### src/shhf_pkg.sv
// Shared types and constants for the sketch heavy hitter flag unit.
package shhf_pkg;

   localparam int PORT_W = 16;
   localparam int THR_W = 16;
   localparam int NUM_ROWS = 3;
   localparam int CSR_INDEX_W = 2;

   localparam logic [THR_W-1:0] LOW_THRESHOLD_RESET = 16'd100;
   localparam logic [THR_W-1:0] HIGH_THRESHOLD_RESET = 16'd1000;

   typedef enum logic [CSR_INDEX_W-1:0] {
      CSR_LOW_THRESHOLD  = 2'd0,
      CSR_HIGH_THRESHOLD = 2'd1
   } csr_index_type;

   typedef struct packed {
      logic [THR_W-1:0] low;
      logic [THR_W-1:0] high;
   } thresh_type;

endpackage

### src/shhf_index.sv
// Pipelined port hash: signed product check and constant modulo reductions.
module shhf_index #(
   parameter int HASH_MODULUS = 256,
   parameter int TABLE_DEPTH = 4096,
   parameter int IW = 12
) (
   input  logic                         clock,
   input  logic                         reset,
   input  logic                         in_valid,
   output logic                         in_ready,
   input  logic [shhf_pkg::PORT_W-1:0]  source_port,
   input  logic [shhf_pkg::PORT_W-1:0]  dest_port,
   output logic                         out_valid,
   output logic [IW-1:0]                out_index,
   input  logic                         out_ready
);
   import shhf_pkg::*;

   localparam int NS = 8;
   localparam int MW = $clog2(HASH_MODULUS);
   localparam int PW = 2 * MW;
   localparam int DW = ((MW > IW) ? MW : IW) + 1;
   localparam int RECIP_A = (2 ** PORT_W) / HASH_MODULUS;
   localparam int RECIP_P = (2 ** PW) / HASH_MODULUS;
   localparam int RECIP_D = (2 ** MW) / TABLE_DEPTH;

   logic [NS:1]   v_ff;
   logic [NS+1:1] en;

   logic [PORT_W-1:0] s1_a_ff, s1_b_ff;
   logic              s2_neg_ff;
   logic [PORT_W-1:0] s2_a_ff, s2_b_ff, s2_qa_ff, s2_qb_ff;
   logic              s3_neg_ff;
   logic [MW-1:0]     s3_ra_ff, s3_rb_ff;
   logic              s4_neg_ff;
   logic [PW-1:0]     s4_rp_ff;
   logic              s5_neg_ff;
   logic [PW-1:0]     s5_rp_ff, s5_qp_ff;
   logic [MW-1:0]     s6_hm_ff;
   logic [MW-1:0]     s7_hm_ff, s7_qd_ff;
   logic [IW-1:0]     s8_idx_ff;

   logic [2*PORT_W-1:0] prod_in, qa_full, qb_full;
   logic [2*PORT_W-1:0] qam, qbm;
   logic [PORT_W-1:0]   da, db;
   logic [MW-1:0]       ra_in, rb_in;
   logic [PW-1:0]       rp_in;
   logic [2*PW-1:0]     qp_full, qpm;
   logic [PW-1:0]       dp;
   logic [MW-1:0]       hm_in;
   logic [2*MW-1:0]     qd_full;
   logic [MW+DW-1:0]    qdm;
   logic [DW-1:0]       dd;
   logic [IW-1:0]       idx_in;

   // Each stage loads when it is empty or the stage after it moves on.
   always_comb begin
      en[NS+1] = out_ready;
      for (int i = NS; i >= 1; i--) begin
         en[i] = !v_ff[i] || en[i+1];
      end
   end

   assign in_ready = en[1];
   assign out_valid = v_ff[NS];
   assign out_index = s8_idx_ff;

   always_ff @(posedge clock) begin
      if (reset) begin
         v_ff <= '0;
      end else begin
         if (en[1]) begin
            v_ff[1] <= in_valid;
         end
         for (int i = 2; i <= NS; i++) begin
            if (en[i]) begin
               v_ff[i] <= v_ff[i-1];
            end
         end
      end
   end

   // Quotient estimates by reciprocal multiply; each is low by at most one.
   always_comb begin
      prod_in = (2*PORT_W)'(s1_a_ff) * (2*PORT_W)'(s1_b_ff);
      qa_full = (2*PORT_W)'(s1_a_ff) * (2*PORT_W)'(RECIP_A);
      qb_full = (2*PORT_W)'(s1_b_ff) * (2*PORT_W)'(RECIP_A);

      qam = (2*PORT_W)'(s2_qa_ff) * (2*PORT_W)'(HASH_MODULUS);
      qbm = (2*PORT_W)'(s2_qb_ff) * (2*PORT_W)'(HASH_MODULUS);
      da = s2_a_ff - qam[PORT_W-1:0];
      db = s2_b_ff - qbm[PORT_W-1:0];
      if (da >= PORT_W'(HASH_MODULUS)) begin
         da = da - PORT_W'(HASH_MODULUS);
      end
      if (db >= PORT_W'(HASH_MODULUS)) begin
         db = db - PORT_W'(HASH_MODULUS);
      end
      ra_in = da[MW-1:0];
      rb_in = db[MW-1:0];

      rp_in = PW'(s3_ra_ff) * PW'(s3_rb_ff);

      qp_full = (2*PW)'(s4_rp_ff) * (2*PW)'(RECIP_P);

      qpm = (2*PW)'(s5_qp_ff) * (2*PW)'(HASH_MODULUS);
      dp = s5_rp_ff - qpm[PW-1:0];
      if (dp >= PW'(HASH_MODULUS)) begin
         dp = dp - PW'(HASH_MODULUS);
      end
      // A product with its top bit set reads as negative and hashes to zero.
      hm_in = s5_neg_ff ? '0 : dp[MW-1:0];

      qd_full = (2*MW)'(s6_hm_ff) * (2*MW)'(RECIP_D);

      qdm = (MW+DW)'(s7_qd_ff) * (MW+DW)'(TABLE_DEPTH);
      dd = DW'(s7_hm_ff) - qdm[DW-1:0];
      if (dd >= DW'(TABLE_DEPTH)) begin
         dd = dd - DW'(TABLE_DEPTH);
      end
      idx_in = dd[IW-1:0];
   end

   always_ff @(posedge clock) begin
      if (en[1]) begin
         s1_a_ff <= source_port;
         s1_b_ff <= dest_port;
      end
      if (en[2]) begin
         s2_neg_ff <= prod_in[2*PORT_W-1];
         s2_a_ff <= s1_a_ff;
         s2_b_ff <= s1_b_ff;
         s2_qa_ff <= qa_full[2*PORT_W-1:PORT_W];
         s2_qb_ff <= qb_full[2*PORT_W-1:PORT_W];
      end
      if (en[3]) begin
         s3_neg_ff <= s2_neg_ff;
         s3_ra_ff <= ra_in;
         s3_rb_ff <= rb_in;
      end
      if (en[4]) begin
         s4_neg_ff <= s3_neg_ff;
         s4_rp_ff <= rp_in;
      end
      if (en[5]) begin
         s5_neg_ff <= s4_neg_ff;
         s5_rp_ff <= s4_rp_ff;
         s5_qp_ff <= qp_full[2*PW-1:PW];
      end
      if (en[6]) begin
         s6_hm_ff <= hm_in;
      end
      if (en[7]) begin
         s7_hm_ff <= s6_hm_ff;
         s7_qd_ff <= qd_full[2*MW-1:MW];
      end
      if (en[8]) begin
         s8_idx_ff <= idx_in;
      end
   end

endmodule

### config.mk
export PLATFORM = sky130hd
export DESIGN_NAME = shhf_index
export DESIGN_NICKNAME = d
export VERILOG_FILES = /design/src/shhf_pkg.sv /design/src/shhf_index.sv
export SDC_FILE = /design/constraint.sdc
export NUM_CORES = 1
export LEC_CHECK = 0
export BUFFER_PORTS_ARGS = -buffer_cell sky130_fd_sc_hd__buf_2
export CAP_MARGIN = 20
export CORE_MARGIN = 2
export CORE_UTILIZATION = 34
export DETAILED_ROUTE_END_ITERATION = 7
export MAX_ROUTING_LAYER = met4
export PLACE_DENSITY = 0.61
export SETUP_SLACK_MARGIN = 0.4
export SYNTH_ARGS = -nofsm -noshare
export SYNTH_HDL_FRONTEND = slang
export SYNTH_SLANG_ARGS = --single-unit
export TNS_END_PERCENT = 20
### constraint.sdc
create_clock -name clock -period 6.5 [get_ports clock]
set_clock_uncertainty 0.05 [all_clocks]
set_input_delay 0.975 -clock clock [delete_from_list [all_inputs] [get_ports clock]]
set_output_delay 0.975 -clock clock [all_outputs]
set_load 0.005 [all_outputs]
==> results by group <==
Detailed routing
  – Vias per Instance: around 4.6
  – Drt total wl: ~25000 um
  – Via count: between 7000 and 8000
  – Drt pass-1 iters: 4
  – DRT iter0 DRCs: 311
  – Remaining antenna violation count: 0
  – Routed WL per cell: roughly 15 um
  – DRC: 0

Clock network
  – Root buf cell: clkbuf_16
  – Worst skew pair latency: about 430 ps
  – CTS buffer count: 17
  – CTS Sinks: approximately 120
  – CTS tree: done
  – H-tree depth: 4
  – Clk buf depth: 2
  – Reg clk slew, reported paths: ~70 ps

Timing
  – Final Max Slew Viols: 0
  – Rel. slew slack: 0.292
  – Min Clock Period, post-route: 5800 ps
  – Tcrit/Tclk final: 0.892
  – Final setup violation count: 0
  – Fmax: around 170 MHz
  – Worst Tran Pin Value: between 1000 and 1500 ps
  – Setup TNS: 0 ps
  – RSZ-0062 raised after global routing: no
  – Hold Fails Final Rpt: 0
  – Final hold slack: 363 ps

Layout
  – Filler cells: about 3400
  – Syn-to-layout area delta: 14.3%
  – Layout cells sized above 1: 0.112
  – Antenna diodes: 0
  – Nets@finish: about 1600
  – Finished Cell Area: ~0.014 mm^2

Place
  – PortBufs: between 40 and 50
  – Routability cong.: approximately 0.86
  – Hpwl dp: between 15000 and 20000 um
  – Placed Area: approximately 0.013 mm^2

Floorplanning
  – Die Wd: 193 um
  – Num ports: 50
  – Die Ht: between 150 and 200 um
  – Die ar.: approximately 0.037 mm^2
  – Std-Cell Rows: 69
  – Effective utilization at floorplan: 0.343
  – Core ar.: between 0.03 and 0.04 mm^2

Power and ir drop
  – Clock share of power: 0.185
  – Total power divided by cell area: 352 mW/mm^2
  – Leak pwr: between 6 and 7 nW
  – Pint: roughly 2.8 mW
  – Combinational share of power: 0.599
  – Flop pwr share: 0.216
  – Net Sw Power: around 2.1 mW
  – Switching Share: 0.426
  – Peak supply drop: 0.253 mV

Run status
  – Status: finished clean

Synthesis
  – Synth top area cells: fa_1 (34%), edfxtp_1 (27%), ha_1 (12%)
  – Yosys top cell area share: 0.338
  – Fraction of registers with async set/reset: 0
  – Yosys reg bits: about 120
  – Post-synth EDFFs: approximately 110
  – Cells after Synth: ~1100
  – Synth unique cells: 31
  – Synth top cells by count: inv_1 (254), fa_1 (205), nand2_1 (159)
  – Synth warn: 0
  – Cell area after synthesis: ~0.012 mm^2
  – Main synth FF type: edfxtp_1
  – Syn Area/Cell: between 10 and 15 um^2
  – Area leader, netlist: fa_1
  – Register area share after synthesis: 0.280
  – Count leader, synth: inv_1

Global route
  – Final global-route overflow total: 0
  – Largest net degree at the start of global routing: 35
  – Initial antenna violation count: 0
  – First-pass GRT wire length: between 40000 and 50000 um
  – Overall routing resource usage: 0.151
  – Vias in the first global route: just over 8000

Job
  – # Max-Cap Violations: 0

Critical path
  – Worst EP arrival: slightly below 6000 ps
  – FF-to-FF path depth: 18
  – Startpoint Class: flip-flop
  – CP max FO: 8
  – Data required, critical path: 6630 ps
  – Critical path type: reg2reg
  – Critical Path End Type: flip-flop

Min path
  – Hold Crit Depth: 0
  – Min-Delay Path Class: reg2reg
through the flow:
step | instances | setup WS [ps] | util | power, mW
6_report | 1683 | 702 | 0.392 | 4.88
5_1_grt | 1683 | 413 | 0.392 | 5.50
4_1_cts | 1635 | 522 | 0.380 | 4.97
3_5_place_dp | 1603 | 542 | 0.364 | 4.02
3_3_place_gp | 1603 | 623 | 0.364 | 3.93
2_1_floorplan | 1123 | 1060 | - | 3.17
repair_timing:
item	CTS	global route
endpoints found under the setup margin	0	1
resized for setup	0	1
buffers inserted	0	48
hold buffers	0	0
flip-flops by register name (all words and copies together), names as in the netlist, 8 cells and up:
name       cells
s1_a_ff       16
s1_b_ff       16
out_index      8
s2_a_ff        8
s2_b_ff        8
s3_ra_ff       8
s3_rb_ff       8
s4_rp_ff       8
s5_rp_ff       8
s6_hm_ff       8
s7_hm_ff       8
v_ff           8
area by class of cell:
class / instances / area [um^2] / share of cell area
Sequential cell: 116 / 3400 / 0.245
Inverter: 254 / 953 / 0.0687
Clock buffer: 17 / 425 / 0.0306
Clock inverter: 15 / 144 / 0.0104
Timing Repair Buffer: 104 / 731 / 0.0526
Multi-Input combinational cell: 716 / 7650 / 0.551
Tap cell: 461 / 577 / 0.0416
kinds of logic after synthesis:
kind of cell	after synthesis	share of synthesized area
simple gates	337	0.138
fa+ha+maj	322	0.459
buf+inv	291	0.0912
flops	116	0.280
compound gates	33	0.0169
xor+xnor	19	0.0137
other cells	1	0.000309
mux	1	0.000824
path summary, 6_finish.rpt:
| path | slack [ps] | end | start |
|---|---|---|---|
| worst max-delay path | 700 | s2_neg_ff$_DFFE_PP_ | s1_a_ff[5]$_DFFE_PP_ |
| worst min-delay path | 360 | s5_rp_ff[1]$_DFFE_PP_ | s4_rp_ff[1]$_DFFE_PP_ |
| worst max register to register | 700 | s2_neg_ff$_DFFE_PP_ | s1_a_ff[5]$_DFFE_PP_ |
| worst min register to register | 360 | s5_rp_ff[1]$_DFFE_PP_ | s4_rp_ff[1]$_DFFE_PP_ |
layout by cell type, fill, tap and decap left out, types with 17 or more instances in the layout:
master	synthesis	layout
and2_1	141	141
ha_1	117	117
nand2_1	159	159
buf_4	4	54
edfxtp_1	108	108
clkbuf_16	0	17
buf_2	0	45
inv_1	254	254
fa_1	205	205
xnor2_1	18	18
worst max-delay path: stages, from the launching register on:
cell and delay, ps:
edfxtp_1 530, buf_4 220, and2_1 150, fa_1 500, inv_1 60, fa_1 550
inv_1 60, fa_1 500, fa_1 530, fa_1 550, inv_1 60, fa_1 530
inv_1 40, ha_1 190, a211oi_1 250, o21ai_0 160, a221oi_2 350, o22a_1 190
nand3_1 70
per-layer routing:
| layer | track usage | share of wire |
|---|---|---|
| met1 | 0.171 | 0.40 |
| met5 | - | 0 |
| met4 | 0.0606 | 0.036 |
| met2 | 0.268 | 0.53 |
| met3 | 0.0230 | 0.034 |
power by group through the flow:
stage	sequential (mW)	combinational, mW	clock (mW)
floorplan	1.04	2.13	0
CTS	1.08	2.96	0.927
detailed placement	1.09	2.93	0
global route	1.07	3.47	0.953
global placement	1.09	2.84	0
finish	1.05	2.92	0.904
No activity file was read; power rests on OpenSTA's default activity.
